**config.mk**
```make
export PLATFORM = sky130hd
export DESIGN_NAME = line_follow_steering_core_flat
export DESIGN_NICKNAME = d
export VERILOG_FILES = /design/src/design/lfs_pkg.sv /design/src/design/lfs_req_if.sv /design/src/design/lfs_res_if.sv /design/src/design/line_follow_steering_core.sv /design/src/flat_wrapper.sv
export VERILOG_INCLUDE_DIRS = /design/src /design/src/design
export SDC_FILE = /design/constraint.sdc
export NUM_CORES = 1
export LEC_CHECK = 0
export BUFFER_PORTS_ARGS = -buffer_cell sky130_fd_sc_hd__buf_2
export CAP_MARGIN = 30
export CORE_MARGIN = 2
export CORE_UTILIZATION = 43
export DETAILED_ROUTE_END_ITERATION = 12
export PLACE_DENSITY = 0.57
export SLEW_MARGIN = 25
export SYNTH_ARGS = -nofsm -noshare
export SYNTH_HDL_FRONTEND = slang
export SYNTH_SLANG_ARGS = --single-unit
export TNS_END_PERCENT = 10
```
**constraint.sdc**
```tcl
create_clock -name clk_i -period 10.7 [get_ports clk_i]
set_input_delay 2.14 -clock clk_i [delete_from_list [all_inputs] [get_ports clk_i]]
set_output_delay 2.14 -clock clk_i [all_outputs]
set_load 0.01 [all_outputs]
```
**src/design/line_follow_steering_core_assert.svh**
```systemverilog
// Assertion macros shared by the line-follow steering RTL.
// Expects clk_i and rst_ni in the scope of the including module.
`ifndef LINE_FOLLOW_STEERING_CORE_ASSERT_SVH
`define LINE_FOLLOW_STEERING_CORE_ASSERT_SVH

// same-cycle implication
`define LFS_ASSERT_NOW(label, ante, cons) \
  label: assert property (@(posedge clk_i) disable iff (!rst_ni) (ante) |-> (cons)) \
    else $error("lfs assertion failed");

// next-cycle implication
`define LFS_ASSERT_NXT(label, ante, cons) \
  label: assert property (@(posedge clk_i) disable iff (!rst_ni) (ante) |=> (cons)) \
    else $error("lfs assertion failed");

`endif

```
**src/design/lfs_pkg.sv**
```systemverilog
// Package for the line-follow steering core: payload types, codes, level table.
// No dependencies.
`default_nettype none

package lfs_pkg;

  localparam int unsigned SpeedMax = 99;

  typedef logic [0:0] cfg_idx_t;
  localparam cfg_idx_t CFG_SEARCH_LIMIT = 1'b0;
  localparam cfg_idx_t CFG_STEP_GAIN    = 1'b1;

  localparam logic [7:0] SEARCH_LIMIT_RST = 8'd125;
  localparam logic [3:0] STEP_GAIN_RST    = 4'd1;

  localparam logic [3:0] PAT_ALL_WHITE  = 4'd0;
  localparam logic [3:0] PAT_FRONT_LOST = 4'd3;
  localparam logic [3:0] PAT_HALF_RIGHT = 4'd6;
  localparam logic [3:0] PAT_HALF_LEFT  = 4'd9;
  localparam logic [3:0] PAT_REAR_LOST  = 4'd12;

  // side memory: 0 none, +1 right, -1 left
  localparam logic signed [1:0] SIDE_NONE  = 2'sb00;
  localparam logic signed [1:0] SIDE_RIGHT = 2'sb01;
  localparam logic signed [1:0] SIDE_LEFT  = 2'sb11;

  typedef struct packed {
    logic       front_left_black;
    logic       front_right_black;
    logic       rear_left_black;
    logic       rear_right_black;
    logic       frame_valid;
    logic [7:0] base_speed;
  } lfs_req_t;

  typedef struct packed {
    logic       drive;
    logic [6:0] left_speed;
    logic [6:0] right_speed;
  } lfs_res_t;

  // fixed steering levels; the all-white and lost-pair entries come from side memory
  function automatic logic signed [4:0] level_lut(input logic [3:0] pat);
    logic signed [4:0] lvl;
    case (pat)
      4'd1:    lvl = 5'sd3;
      4'd2:    lvl = -5'sd3;
      4'd4:    lvl = 5'sd2;
      4'd5:    lvl = 5'sd1;
      4'd6:    lvl = 5'sd5;
      4'd7:    lvl = 5'sd3;
      4'd8:    lvl = -5'sd2;
      4'd9:    lvl = -5'sd5;
      4'd10:   lvl = -5'sd1;
      4'd11:   lvl = -5'sd3;
      4'd13:   lvl = -5'sd2;
      4'd14:   lvl = 5'sd2;
      default: lvl = 5'sd0;
    endcase
    return lvl;
  endfunction

  function automatic logic [6:0] clamp_speed(input logic signed [10:0] v);
    logic [6:0] r;
    if (v < 0) begin
      r = 7'd0;
    end else if (v > 11'(SpeedMax)) begin
      r = 7'(SpeedMax);
    end else begin
      r = v[6:0];
    end
    return r;
  endfunction

endpackage

`default_nettype wire

```
**src/design/lfs_req_if.sv**
```systemverilog
// Sensor frame request channel: valid/ready plus one frame.
// Depends on lfs_pkg.
`default_nettype none

interface lfs_req_if;
  logic              valid;
  logic              ready;
  lfs_pkg::lfs_req_t data;

  modport source (output valid, output data, input ready);
  modport sink   (input valid, input data, output ready);
endinterface

`default_nettype wire

```
**src/design/lfs_res_if.sv**
```systemverilog
// Wheel command result channel: valid/ready plus drive and speeds.
// Depends on lfs_pkg.
`default_nettype none

interface lfs_res_if;
  logic              valid;
  logic              ready;
  lfs_pkg::lfs_res_t data;

  modport source (output valid, output data, input ready);
  modport sink   (input valid, input data, output ready);
endinterface

`default_nettype wire

```
**src/design/line_follow_steering_core.sv**
```systemverilog
// Path from request accept to result valid: input reg, then result reg.
// Throughput: one request per cycle; input reg takes a new request while a
// result waits, and the pair stalls only when both hold data.
// Reset (async, low): side memory and white count clear, search_limit = 125,
// step_gain = 1, both pipeline slots empty.
// Steering core for a line follower. Depends on lfs_pkg, lfs_req_if, lfs_res_if
// and line_follow_steering_core_assert.svh.
`default_nettype none

module line_follow_steering_core (
  input  wire logic            clk_i,
  input  wire logic            rst_ni,
  lfs_req_if.sink              req_i,
  lfs_res_if.source            res_o,
  input  wire logic            cfg_we_i,
  input  wire lfs_pkg::cfg_idx_t cfg_idx_i,
  input  wire logic [7:0]      cfg_wdata_i
);
  import lfs_pkg::*;

  logic [7:0] search_limit_q;
  logic [3:0] step_gain_q;

  logic             in_valid_q;
  lfs_req_t         in_q;
  logic             out_valid_q;
  lfs_res_t         out_q;

  logic signed [1:0] front_q, front_d;
  logic signed [1:0] rear_q, rear_d;
  logic [7:0]        cnt_q, cnt_d;

  logic              advance;
  logic              in_ready;
  logic [3:0]        pat;
  logic              active;
  logic              stop;
  logic [8:0]        cnt_inc;
  logic signed [4:0] level;
  logic signed [4:0] front_x, rear_x;
  logic signed [9:0] boost;
  logic signed [10:0] spd, bst, left_v, right_v;
  lfs_res_t          res_d;

  assign advance  = in_valid_q && (!out_valid_q || res_o.ready);
  assign in_ready = !in_valid_q || advance;

  assign req_i.ready = in_ready;
  assign res_o.valid = out_valid_q;
  assign res_o.data  = out_q;

  always_comb begin
    pat     = {in_q.front_left_black, in_q.front_right_black,
               in_q.rear_left_black, in_q.rear_right_black};
    active  = in_q.frame_valid && (in_q.base_speed != 8'd0);
    cnt_inc = {1'b0, cnt_q} + 9'd1;
    front_d = front_q;
    rear_d  = rear_q;
    cnt_d   = cnt_q;
    stop    = 1'b0;

    if (!active) begin
      stop = 1'b1;
    end else if (pat == PAT_ALL_WHITE) begin
      if (front_q == SIDE_NONE && rear_q == SIDE_NONE) begin
        stop = 1'b1;
      end else begin
        cnt_d = cnt_inc[8] ? 8'hFF : cnt_inc[7:0];
        if (cnt_inc > {1'b0, search_limit_q}) begin
          stop = 1'b1;
        end
      end
    end else begin
      cnt_d = 8'd0;
      if (in_q.front_left_black != in_q.front_right_black) begin
        front_d = in_q.front_right_black ? SIDE_RIGHT : SIDE_LEFT;
      end
      if (in_q.rear_left_black != in_q.rear_right_black) begin
        rear_d = in_q.rear_right_black ? SIDE_RIGHT : SIDE_LEFT;
      end
    end

    front_x = {{3{front_d[1]}}, front_d};
    rear_x  = {{3{rear_d[1]}}, rear_d};
    case (pat)
      PAT_FRONT_LOST: level = front_x <<< 3;
      PAT_REAR_LOST:  level = -rear_x;
      PAT_ALL_WHITE:  level = (front_d != SIDE_NONE) ? (front_x <<< 3) : (rear_x <<< 3);
      default:        level = level_lut(pat);
    endcase

    boost = $signed({1'b0, step_gain_q}) * level;
    spd   = $signed({3'b000, in_q.base_speed});
    bst   = {boost[9], boost};

    if (boost > 0) begin
      if (pat == PAT_HALF_RIGHT) begin
        left_v  = spd;
        right_v = spd >>> 1;
      end else begin
        left_v  = spd + bst;
        right_v = spd;
      end
    end else begin
      if (pat == PAT_HALF_LEFT) begin
        right_v = spd;
        left_v  = spd >>> 1;
      end else begin
        left_v  = spd;
        right_v = spd - bst;
      end
    end

    if (stop) begin
      res_d = '0;
    end else begin
      res_d.drive       = 1'b1;
      res_d.left_speed  = clamp_speed(left_v);
      res_d.right_speed = clamp_speed(right_v);
    end
  end

  always_ff @(posedge clk_i or negedge rst_ni) begin
    if (!rst_ni) begin
      search_limit_q <= SEARCH_LIMIT_RST;
      step_gain_q    <= STEP_GAIN_RST;
    end else if (cfg_we_i) begin
      case (cfg_idx_i)
        CFG_SEARCH_LIMIT: search_limit_q <= cfg_wdata_i;
        CFG_STEP_GAIN:    step_gain_q    <= cfg_wdata_i[3:0];
        default:          ;
      endcase
    end
  end

  always_ff @(posedge clk_i or negedge rst_ni) begin
    if (!rst_ni) begin
      in_valid_q  <= 1'b0;
      out_valid_q <= 1'b0;
      front_q     <= SIDE_NONE;
      rear_q      <= SIDE_NONE;
      cnt_q       <= 8'd0;
    end else begin
      if (in_ready) begin
        in_valid_q <= req_i.valid;
      end
      if (advance) begin
        out_valid_q <= 1'b1;
        front_q     <= front_d;
        rear_q      <= rear_d;
        cnt_q       <= cnt_d;
      end else if (res_o.ready) begin
        out_valid_q <= 1'b0;
      end
    end
  end

  always_ff @(posedge clk_i) begin
    if (in_ready && req_i.valid) begin
      in_q <= req_i.data;
    end
    if (advance) begin
      out_q <= res_d;
    end
  end

`include "line_follow_steering_core_assert.svh"

  `LFS_ASSERT_NOW(a_stop_zero, out_valid_q && !out_q.drive,
                  out_q.left_speed == 7'd0 && out_q.right_speed == 7'd0)
  `LFS_ASSERT_NOW(a_speed_range, out_valid_q,
                  out_q.left_speed <= 7'(SpeedMax) && out_q.right_speed <= 7'(SpeedMax))
  `LFS_ASSERT_NXT(a_black_clears, advance && active && pat != PAT_ALL_WHITE,
                  cnt_q == 8'd0)
  `LFS_ASSERT_NXT(a_res_kept, out_valid_q && !res_o.ready, out_valid_q)

endmodule

`default_nettype wire

```
**src/flat_wrapper.sv**
```systemverilog
// flat-port wrapper written by rule: the top's interface ports become plain ports
module line_follow_steering_core_flat import lfs_pkg::*;
  (clk_i, rst_ni, cfg_we_i, cfg_idx_i, cfg_wdata_i, req_i_valid, req_i_data, req_i_ready, res_o_valid, res_o_data, res_o_ready);
  lfs_req_if req_i_i ();
  lfs_res_if res_o_i ();
  input  wire logic clk_i;
  input  wire logic rst_ni;
  input  wire logic cfg_we_i;
  input  wire lfs_pkg::cfg_idx_t cfg_idx_i;
  input  wire logic [7:0] cfg_wdata_i;
  input wire logic [$bits(req_i_i.valid)-1:0] req_i_valid;
  input wire logic [$bits(req_i_i.data)-1:0] req_i_data;
  output wire logic [$bits(req_i_i.ready)-1:0] req_i_ready;
  output wire logic [$bits(res_o_i.valid)-1:0] res_o_valid;
  output wire logic [$bits(res_o_i.data)-1:0] res_o_data;
  input wire logic [$bits(res_o_i.ready)-1:0] res_o_ready;
  assign req_i_i.valid = req_i_valid;
  assign req_i_i.data = req_i_data;
  assign req_i_ready = req_i_i.ready;
  assign res_o_valid = res_o_i.valid;
  assign res_o_data = res_o_i.data;
  assign res_o_i.ready = res_o_ready;
  line_follow_steering_core u_core (.clk_i(clk_i), .rst_ni(rst_ni), .req_i(req_i_i), .res_o(res_o_i), .cfg_we_i(cfg_we_i), .cfg_idx_i(cfg_idx_i), .cfg_wdata_i(cfg_wdata_i));
endmodule
```
Word level (Yosys, flattened, before mapping) --
Memory sizes are Yosys's and may differ from the RTL's. A register that Yosys moved wholly into a read port is not among the register bits. Cells that the tools add are included.
Word-level totals: flip-flop bits (word level) 54, memory bits (read-only) 80, input bits 27, memories 1
Memory list:
- (name not given) | depth 16, width 5, rd ports 1, clocked after Yosys merged registers in 1, wr ports 0, line lfs_pkg.sv:45 | case (pat)
Operators by class: $add $sub $neg 4, $mul 1, order comparisons 6, eq/ne operators 7, mux-type cells 31, bitwise logic cells 1, reductions and logical operators 21
Operator list (count):
- 11-bit 2-to-1 mux | 4
- 8-bit 2-to-1 mux | 5
- 7-bit 2-to-1 mux | 4
- 11-bit by 7-bit > comparator with 1-bit output (second input constant) | 2
- 11-bit by 1-bit less-than comparator with 1-bit output (second input constant) | 2
- 2-bit 2-to-1 mux | 8
- 15-bit 2-to-1 mux | 1
- 5-bit case mux with 3 select lines | 1
- 9-bit by 10-bit adder with 11-bit output | 1
- 9-bit by 10-bit subtractor with 11-bit output | 1
- 10-bit by 1-bit > comparator with 1-bit output (second input constant) | 1
- 5-bit by 5-bit multiplier with 10-bit output | 1
- 8-bit by 1-bit adder with 9-bit output (second input constant) | 1
- 9-bit by 8-bit > comparator with 1-bit output | 1
- 4-bit equality test (second input constant) | 2
- 8-bit nonzero test | 1
- 1-bit 2-to-1 mux | 6
- 3-bit OR reduction | 2
- 5-bit 2-to-1 mux | 1
- 2-bit negator with 5-bit output | 1
- 4-bit by 2-bit equality test with 1-bit output (second input constant) | 1
- 4-bit by 3-bit equality test with 1-bit output (second input constant) | 1
- 1-bit logical AND | 4
- 2-bit logical NOT | 2
- 11 further kinds | 17

Logic depth before layout (Yosys ltp) --
Gate-level depths: netlist of the first run.
word-level depth 15, gate-level depth with buffers 33

Worst setup path after synthesis of the first run --
Ideal clock, no wire load.
kind register to register, from reg u_core.in_q[5] (netlist name), to reg u_core.out_q, in the netlist u_core.res_o.data[2], data pin, library setup time 0.176 ns, data arrival time 6.756 ns, setup slack 3.768 ns, cell stages (with the launch flop) 27, buffers on the path 1, period minus slack after synthesis 6.932 ns, cells stage by stage edfxtp_1 clkbuf_1 nor4_1 a21oi_1 nand3_1 nor2_1 a21oi_1 ha_1 nand2_1 o211ai_1 o21ai_0 a41oi_1 nand2_1 fa_1 fa_1 fa_1 fa_1 nand2b_1 a21oi_1 xnor2_1 inv_1 ha_1 or3_1 or4_1 a211o_1 a21bo_2 nor4_1
On the way: word-level cells in the longest chain between the ends 12, elaborated cells on any way between the ends 18, classes of those cells add/sub: 2; mul: 1; order compare: 3; mux: 8; reduce/logical: 4
RTL lines:
- from (decl) | line line_follow_steering_core.sv:25 | lfs_req_t in_q;
- from (signal assigned) | line line_follow_steering_core.sv:160 | in_q <= req_i.data;
- branches (longest 12 deep; another with 9-bit by 10-bit subtractor with 11-bit output)
- to (signal assigned) | line line_follow_steering_core.sv:163 | out_q <= res_d;
- to (decl) | line line_follow_steering_core.sv:27 | lfs_res_t out_q;
Parallel ways; which one is timed is not known. A chain may end at the register's enable or synchronous reset.

Worst setup path after layout of the first run --
from reg u_core.in_q[1] (netlist name), to reg u_core.out_q, in the netlist u_core.res_o.data[2], data pin
Same word-level chain as after synthesis.

==> results.sh, run 1 <==
export IMPL_cts_htree_levels=3
export IMPL_clockBufferDepth=2
export IMPL_numCtsBuffers=9
export IMPL_synth_common_cells="ha_1 (62), inv_1 (60), nand2_1 (44), o21ai_0 (42), nor2_1 (39)"
export IMPL_period_needed_ns=7.91
export IMPL_required_ns=10.83
export IMPL_ys_seq_elements=58
export IMPL_drv_cap=0
export IMPL_die_h_um=113
export IMPL_fin_hold_ws_ns=0.483
export IMPL_status="finished, final reports clean"
export IMPL_grt_pass1_wl_um=20900
export IMPL_placed_cells=749
export IMPL_tns_ns=0
export IMPL_cts_tree="built"
export IMPL_r2r_slack_ns=2.79
export IMPL_rsz0062_at_grt="false"
export IMPL_avgSynthCellArea_um2=8.88
export IMPL_power_density_mw_per_mm2=255
export IMPL_grt_pass1_vias=4178
export IMPL_syn_area_mm2=0.00514
export IMPL_critPathMostFrequentCell="fa_1"
export IMPL_grt_use_total=0.205
export IMPL_cts_sinks=58
export IMPL_fill_cells=1093
export IMPL_pin_count=44
export IMPL_postCtsSetupRepairBufs=0
export IMPL_finalNonFillerCells=765
export IMPL_crit_arrival_ns=8.04
export IMPL_synth_top_cells_by_area="edfxtp_1 (16%), ha_1 (15%), dfrtp_1 (9.3%), inv_1 (4.4%), o21ai_0 (4.1%)"
export IMPL_yosysMostFrequentCell="ha_1"
export IMPL_max_slew_margin=0.443
export IMPL_ir_drop_mv=0.116
export IMPL_vias_per_cell=5.64
export IMPL_yosysTopAreaCell="edfxtp_1"
export IMPL_finalClockSkew_ns=0.0102
export IMPL_cpPeakStageDelay_ns=0.55
export IMPL_syn_inst=579
export IMPL_initialDrtViolationCount=219
export IMPL_clk_pin_slew_ns=0.05
export IMPL_fp_coreArea_mm2=0.0116
export IMPL_die_x_um=113
export IMPL_synth_cell_types=75
export IMPL_grt_met3_usage=0.0509
export IMPL_grt_overflow=0
export IMPL_drtPass1Iterations=4
export IMPL_synth_main_ff_cell="edfxtp_1"
export IMPL_area_growth_pct=12.8
export IMPL_clock_latency_ns=0.34
export IMPL_synth_top_area_frac=0.164
export IMPL_port_buffer_count=43
export IMPL_ctsHoldBuffers=0
export IMPL_synth_warning_count=0
export IMPL_wl_um=12400
export IMPL_grt_max_degree=27
export IMPL_layout_nets=715
export IMPL_fmax_mhz=126
export IMPL_cp_num_buf_inv=1
export IMPL_cts_root_buf="clkbuf_16"
export IMPL_crit_path_top_delay_cell="edfxtp_1"
export IMPL_hold_path_class="flop to flop"
export IMPL_multi_input_area_mm2=0.00326
export IMPL_rows=39
export IMPL_utilization=0.501
export IMPL_synth_seq_area_share=0.307
export IMPL_async_reset_ff_frac=0.448
export IMPL_fin_crit_sh=0.739
export IMPL_drc=0
export IMPL_grtUsageMet1=0.276
export IMPL_initial_core_util=0.444
export IMPL_crit_type="flop to flop"
export IMPL_dp_hpwl_um=9810
export IMPL_hold_violations=0
export IMPL_cts_resized=0
export IMPL_synth_net_count=677
export IMPL_final_layout_size_suffix_gt1_frac=0.151
export IMPL_antenna_found_initial=0
export IMPL_slew_viol_final=0
export IMPL_worst_pin_slew_ns=0.834
export IMPL_critPathLaunchType="flop"
export IMPL_critPathMaxFanout=9
export IMPL_leakage_nw=2.58
export IMPL_postRouteAntennaNets=0
export IMPL_die_area_mm2=0.0128
export IMPL_register_area_mm2=0.00158
export IMPL_synth_edf_count=28
export IMPL_place_congestion=0.905
export IMPL_num_vias=4318
export IMPL_setup_viol=0
export IMPL_gr_usage_met2=0.331
export IMPL_cp_top_family="adder cells"
export IMPL_grt_busiest_layer="met2"
export IMPL_wl_per_cell_um=16.2
export IMPL_worst_setup_path_end_kind="flop"
export IMPL_diodes=0
per-stage QoR:
step | total power (W) | instance area (µm²) | worst slack [ns]
finish | 0.00148 | 5800 | 2.79
CTS | 0.00148 | 5800 | 2.78
floorplan | 0.000961 | 5140 | 3.77
detailed placement | 0.00116 | 5470 | 2.83
global route | 0.00160 | 5800 | 2.10
global placement | 0.00116 | 5470 | 3.10
layout make-up:
class / instances / share of cell area
Timing Repair Buffer: 44 / 0.0384
Clock inverter: 3 / 0.00755
Tap cell: 143 / 0.0309
Sequential cell: 58 / 0.273
Inverter: 61 / 0.0395
Multi-Input combinational cell: 443 / 0.563
Clock buffer: 13 / 0.0486
per-layer routing:
layer | vias to the layer above | share of wire
met1 | 2050 | 0.47
li1 | 2152 | -
met2 | 104 | 0.47
met4 | 0 | 0.014
met3 | 12 | 0.053
met5 | - | 0
logic make-up (layout without fill, tap and decap cells):
| family | after synthesis | after routing | share of synthesized area |
|---|---|---|---|
| flops | 58 | 58 | 0.307 |
| simple gates | 194 | 194 | 0.198 |
| fa+ha+maj | 71 | 71 | 0.186 |
| mux | 13 | 13 | 0.0275 |
| xor+xnor | 13 | 13 | 0.0222 |
| compound gates | 152 | 152 | 0.201 |
| buf+inv | 78 | 121 | 0.0579 |
layout by cell type (no fill, tap or decap), types with 5 or more instances in the layout:
cell and count:
a211oi_1 9, a21o_1 6, a21oi_1 35, and2_1 16, and3_1 5, buf_2 43
clkbuf_16 10, dfrtp_1 19, dfstp_2 7, edfxtp_1 28, fa_1 9, ha_1 62
inv_1 60, mux2_2 9, nand2_1 44, nand2b_1 9, nand3_1 19, nor2_1 39
nor2b_1 17, nor3_1 7, nor4_1 9, o211ai_1 7, o21a_1 5, o21ai_0 42
or2_2 5, xnor2_1 7, xor2_1 6
where the power goes:
part,leakage [nW],internal [W],switching [W]
sequential,0.614,0.000274,0.0000192
clock,0.161,0.000207,0.000105
combinational,1.80,0.000366,0.000506
total,2.58,0.000847,0.000631
flip-flops by register name (all words and copies together), names as in the netlist, named ones only:
signal,cells
u_core.res_o.data,15
u_core.in_q,13
u_core.cnt_q,8
u_core.search_limit_q,8
u_core.step_gain_q,4
u_core.front_q,2
u_core.rear_q,2
u_core.in_valid_q,1
u_core.res_o.valid,1
final timing paths:
kind | start | to | depth (start not counted)
max | u_core.in_q[1] | u_core.res_o.data[2] | 25
min | u_core.in_valid_q | u_core.res_o.valid | 1
max reg2reg | u_core.in_q[1] | u_core.res_o.data[2] | 25
min reg2reg | u_core.in_valid_q | u_core.res_o.valid | 1
max in group asynchronous | rst_ni | u_core.front_q[1] | 1
min in group asynchronous | rst_ni | u_core.cnt_q[3] | 1
Note: power is estimated with default switching activity, not from simulation.
==> run 2, diff against run 1 <==
ABC_AREA = 1   (was default)
PLACE_DENSITY = 0.59   (was 0.57)
clock period = 6.6 ns   (was 10.7 ns; I/O delays follow)
==> results.sh, run 2 <==
export IMPL_reg2reg_from="u_core.in_q[11]"
export IMPL_layout_nets=867
export IMPL_fin_crit_sh=0.934
export IMPL_post_dp_cell_area_mm2=0.00559
export IMPL_power_density_mw_per_mm2=367
export IMPL_cp_num_buf_inv=6
export IMPL_cp_num_cells=37
export IMPL_die_h_um=114
export IMPL_die_area_mm2=0.0129
export IMPL_largest_reg_flops=15
export IMPL_ys_seq_elements=58
export IMPL_status="finished, final reports clean"
export IMPL_numCtsBuffers=9
export IMPL_clk_pin_slew_ns=0.05
export IMPL_synth_edf_count=28
export IMPL_hold_violations=0
export IMPL_syn_area_mm2=0.00517
export IMPL_period_needed_ns=6.17
export IMPL_fp_coreArea_mm2=0.0119
export IMPL_slew_viol_final=0
export IMPL_wl_um=12500
export IMPL_rows=40
export IMPL_grt_pass1_wl_um=20700
export IMPL_ir_drop_mv=0.141
export IMPL_wl_per_cell_um=13.6
export IMPL_post_route_cell_area_mm2=0.00598
export IMPL_avgSynthCellArea_um2=7.31
export IMPL_leakage_nw=3.22
export IMPL_crit_path_top_delay_cell="fa_1"
export IMPL_grt_max_degree=27
export IMPL_placed_cells=898
export IMPL_cts_htree_levels=3
export IMPL_port_buffer_count=43
export IMPL_clock_latency_ns=0.33
export IMPL_synth_net_count=806
export IMPL_place_congestion=0.983
export IMPL_drtPass1Iterations=5
export IMPL_layout_common_cells="nand2_1 (163), inv_1 (128), ha_1 (59)"
export IMPL_pin_count=44
export IMPL_grt_overflow=0
export IMPL_die_x_um=114
export IMPL_initial_core_util=0.436
export IMPL_yosysTopAreaCell="edfxtp_1"
export IMPL_grt_pass1_vias=4536
export IMPL_mostFrequentLayoutCell="nand2_1"
export IMPL_cpPeakStageDelay_ns=0.56
export IMPL_finalClockSkew_ns=0.00472
export IMPL_hold_depth=2
export IMPL_postRouteAntennaNets=0
export IMPL_dp_hpwl_um=10100
export IMPL_worst_pin_slew_ns=0.666
export IMPL_rsz0062_at_grt="true"
export IMPL_worst_setup_path_end_kind="flop"
export IMPL_hold_path_class="flop to flop"
export IMPL_area_growth_pct=15.6
export IMPL_required_ns=6.69
export IMPL_synth_main_ff_cell="edfxtp_1"
export IMPL_synth_seq_area_share=0.305
export IMPL_fmax_mhz=162
export IMPL_cts_sinks=58
export IMPL_synth_top_area_frac=0.163
export IMPL_crit_arrival_ns=6.26
export IMPL_cp_top_family="adder cells"
export IMPL_antenna_found_initial=0
export IMPL_initialDrtViolationCount=328
export IMPL_max_slew_margin=0.555
export IMPL_vias_per_cell=5.07
export IMPL_min_from="u_core.search_limit_q[5]"
export IMPL_crit_type="flop to flop"
export IMPL_ff2ff_path_depth=37
export IMPL_syn_inst=708
export IMPL_async_reset_ff_frac=0.448
export IMPL_diodes=0
export IMPL_fill_cells=1210
export IMPL_synth_common_cells="nand2_1 (165), inv_1 (132), ha_1 (62), o21ai_0 (57), nor2_1 (53)"
export IMPL_yosysMostFrequentCell="nand2_1"
export IMPL_drv_cap=0
export IMPL_critPathMaxFanout=5
export IMPL_critPathLaunchType="flop"
export IMPL_drc=0
export IMPL_setup_viol=0
export IMPL_synth_warning_count=0
export IMPL_synth_cell_types=43
export IMPL_final_layout_size_suffix_gt1_frac=0.164
export IMPL_cts_tree="built"
export IMPL_synth_top_cells_by_area="edfxtp_1 (16%), ha_1 (15%), nand2_1 (12%), inv_1 (9.6%), dfrtp_1 (9.2%)"
export IMPL_cts_root_buf="clkbuf_16"
export IMPL_finalNonFillerCells=921
export IMPL_critPathMostFrequentCell="nand2_1"
export IMPL_grt_use_total=0.202
export IMPL_clockBufferDepth=2
export IMPL_startpoint="u_core.in_q[11]"
export IMPL_num_vias=4665
[run 2: cell types whose count changed in the layout (fill, tap and decap cells not counted), sizes merged, moves of 10 or more]
cell    delta
and2      -17
buf       +16
inv       +76
nand2    +130
nand2b    -10
nand3     +34
nand4     +10
nor2      +18
nor2b     -17
o21ai     +18
[run 2: layout make-up]
class                      instances  area [µm²]  share of cell area
clock buffer                      10         239              0.0399
clock inverter                     6        40.0             0.00669
inverter                         136         510              0.0853
multi-input combinational        504        3090               0.516
sequential                        58        1580               0.264
tap                              147         184              0.0307
timing repair buffer              60         343              0.0573
[run 2: final timing paths]
path,to,slack (ns)
setup / recovery,u_core.res_o.data[7],0.43
hold / removal,u_core.search_limit_q[5],0.48
setup reg to reg,u_core.res_o.data[7],0.43
hold reg to reg,u_core.search_limit_q[5],0.48
max in group asynchronous,u_core.rear_q[1],5.22
min in group asynchronous,u_core.cnt_q[5],0.99
[run 2: worst register-to-register path, delay by kind of cell (launching register included)]
kind / cells / cell delay [ns]
and+or+nand+nor: 17 / 1.71
xor gates and xnor gates: 1 / 0.14
DFF: 1 / 0.42
adders and majority gates: 7 / 2.49
buffers and inverters: 6 / 0.46
AOI/OAI and AO/OA: 6 / 0.73
[run 2: per-layer routing]
| layer | global-route usage | wire length, µm | vias up | part of all wire |
|---|---|---|---|---|
| li1 | - | - | 2405 | - |
| met1 | 0.244 | 5510 | 2113 | 0.44 |
| met2 | 0.350 | 6140 | 126 | 0.49 |
| met3 | 0.0436 | 552 | 21 | 0.044 |
| met4 | 0.0846 | 293 | 0 | 0.023 |
| met5 | 0 | 0 | - | 0 |
[run 2: logic make-up after synthesis]
group | count (synthesis) | share of synthesized area
adder cells (fa/ha/maj) | 71 | 0.185
flip-flops | 58 | 0.305
AND/OR/NAND/NOR | 309 | 0.261
XOR/XNOR | 9 | 0.0167
buffers and inverters | 146 | 0.110
AO/OA/AOI/OAI | 115 | 0.122
[run 2: stage by stage]
step           hold slack (ns)  utilization  setup TNS [ns]  worst slack (ns)  power, W
6_report                 0.483        0.504               0             0.435   0.00219
5_1_grt                  0.513        0.504          -0.186           -0.0483   0.00240
4_1_cts                  0.490        0.495               0            0.0820   0.00215
3_3_place_gp             0.471        0.471               0             0.203   0.00170
2_1_floorplan            0.447            -               0             0.643   0.00141
3_5_place_dp             0.482        0.471               0            0.0948   0.00170
[run 2: report_power, final]
part	internal (W)	switching, W	total [W]
Clock	0.000264	0.000168	0.000432
Sequential	0.000451	0.0000244	0.000476
Combinational	0.000465	0.000821	0.00129
[run 2: timing repair]
item,4_1_cts,5_1_grt
endpoints found under the setup margin,0,14
hold buffers,0,0
resized for setup,0,23
setup buffers,0,7
==> run 3, diff against run 2 <==
RECOVER_POWER = 25   (was default)
==> results.sh, run 3 (synthesis results as in run 2) <==
export IMPL_fp_coreArea_mm2=0.0119
export IMPL_grt_use_total=0.202
export IMPL_cp_num_buf_inv=7
export IMPL_vias_per_cell=5.08
export IMPL_netSwitchingFraction=0.463
export IMPL_crit_path_top_delay_cell="fa_1"
export IMPL_power_density_mw_per_mm2=368
export IMPL_area_growth_pct=15.5
export IMPL_cp_num_cells=34
export IMPL_crit_arrival_ns=6.26
export IMPL_die_h_um=114
export IMPL_largest_reg_flops=15
export IMPL_fmax_mhz=162
export IMPL_hold_violations=0
export IMPL_die_x_um=114
export IMPL_crit_type="flop to flop"
export IMPL_drtPass1Iterations=5
export IMPL_clockBufferDepth=2
export IMPL_grt_overflow=0
export IMPL_critPathMaxFanout=5
export IMPL_fin_hold_ws_ns=0.483
export IMPL_worst_setup_path_end_kind="flop"
export IMPL_fin_crit_sh=0.935
export IMPL_critPathMostFrequentCell="nand2_1"
export IMPL_status="finished, final reports clean"
export IMPL_fill_cells=1214
export IMPL_setup_viol=0
export IMPL_wl_per_cell_um=13.6
export IMPL_layout_nets=867
export IMPL_mostFrequentLayoutCell="nand2_1"
export IMPL_cp_top_family="adder cells"
export IMPL_seq_power_share=0.217
export IMPL_worst_pin_slew_ns=1.43
export IMPL_die_area_mm2=0.0129
export IMPL_diodes=0
export IMPL_num_vias=4681
export IMPL_slew_viol_final=0
export IMPL_hold_path_class="flop to flop"
export IMPL_postRouteAntennaNets=0
export IMPL_initialDrtViolationCount=331
export IMPL_grt_pass1_vias=4536
export IMPL_finalNonFillerCells=921
export IMPL_final_layout_size_suffix_gt1_frac=0.155
export IMPL_numCtsBuffers=9
export IMPL_rows=40
export IMPL_initial_core_util=0.436
export IMPL_placed_cells=898
export IMPL_hold_depth=2
export IMPL_required_ns=6.69
export IMPL_drc=0
export IMPL_max_slew_margin=0.0496
export IMPL_clkPwrFrac=0.197
export IMPL_grt_pass1_wl_um=20700
export IMPL_p_int_w=0.00118
export IMPL_layout_common_cells="nand2_1 (163), inv_1 (128), ha_1 (59)"
export IMPL_clk_pin_slew_ns=0.05
export IMPL_pre_cts_slack_ns=0.0948
export IMPL_ir_drop_mv=0.141
export IMPL_leakage_nw=3.20
export IMPL_wl_um=12500
export IMPL_cts_sinks=58
export IMPL_pin_count=44
export IMPL_place_congestion=0.983
export IMPL_finalClockSkew_ns=0.00783
export IMPL_antenna_found_initial=0
export IMPL_port_buffer_count=43
export IMPL_power_switching_w=0.00102
export IMPL_cts_root_buf="clkbuf_16"
export IMPL_critPathLaunchType="flop"
export IMPL_grt_max_degree=27
export IMPL_period_needed_ns=6.17
export IMPL_total_power_w=0.00220
export IMPL_cts_htree_levels=3
export IMPL_drv_cap=0
export IMPL_rsz0062_at_grt="true"
export IMPL_cpPeakStageDelay_ns=0.56
export IMPL_clock_latency_ns=0.34
export IMPL_p_comb_frac=0.586
export IMPL_dp_hpwl_um=10100
export IMPL_cts_tree="built"
export IMPL_setup_ws_ns=0.427
export IMPL_ff2ff_path_depth=34
-- run 3: changes by cell type in the layout (fill, tap and decap cells not counted), sizes merged --
| cell | before | now |
|---|---|---|
| clkbuf | 10 | 17 |
| buf | 60 | 53 |
-- run 3: layout make-up --
| class | instances | area [µm²] | share of cell area |
|---|---|---|---|
| Multi-Input combinational cell | 504 | 3090 | 0.517 |
| Sequential cell | 58 | 1580 | 0.265 |
| Inverter | 136 | 510 | 0.0854 |
| Timing Repair Buffer | 60 | 334 | 0.0559 |
| Clock buffer | 10 | 239 | 0.0400 |
| Tap cell | 147 | 184 | 0.0308 |
| Clock inverter | 6 | 40.0 | 0.00670 |
-- run 3: power by group through the flow --
stage	logic, W	registers (W)	clock network [W]
finish	0.00129	0.000476	0.000433
global route	0.00146	0.000482	0.000455
CTS	0.00123	0.000476	0.000444
detailed placement	0.00122	0.000482	0
global placement	0.00122	0.000482	0
floorplan	0.000920	0.000493	0
-- run 3: path summary, 6_finish.rpt --
check,slack [ns],endpoint,startpoint
max,0.43,u_core.res_o.data[7],u_core.in_q[11]
min,0.48,u_core.search_limit_q[5],u_core.search_limit_q[5]
max reg2reg,0.43,u_core.res_o.data[7],u_core.in_q[11]
min reg2reg,0.48,u_core.search_limit_q[5],u_core.search_limit_q[5]
max in group asynchronous,4.46,u_core.rear_q[1],rst_ni
min in group asynchronous,1.31,u_core.step_gain_q[1],rst_ni
-- run 3: per-stage QoR --
stage	area (µm²)	util	TNS (ns)
3_5_place_dp	5590	0.471	0
5_1_grt	5970	0.504	-0.186
2_1_floorplan	5170	-	0
6_report	5970	0.504	0
4_1_cts	5870	0.495	0
3_3_place_gp	5590	0.471	0
-- run 3: worst reg2reg max path: cells and delay by family, from the launching register on --
family	cells	cell delay, ns
AOI/OAI and AO/OA	5	0.50
xor gates and xnor gates	1	0.14
buffers and inverters	7	0.70
adders and majority gates	6	2.41
and+or+nand+nor	15	1.77
DFF	1	0.42
-- run 3: what timing repair did --
action	in CTS	in global routing
gates resized for setup	0	23
endpoints found under the setup margin	0	14
buffers inserted	0	7
hold buffers	0	0
-- run 3: metal layers --
metal	vias up	wire, µm	GRT usage
li1	2406	-	-
met1	2121	5470	0.244
met2	131	6100	0.350
met3	23	621	0.0436
met4	0	320	0.0846
met5	-	0	0
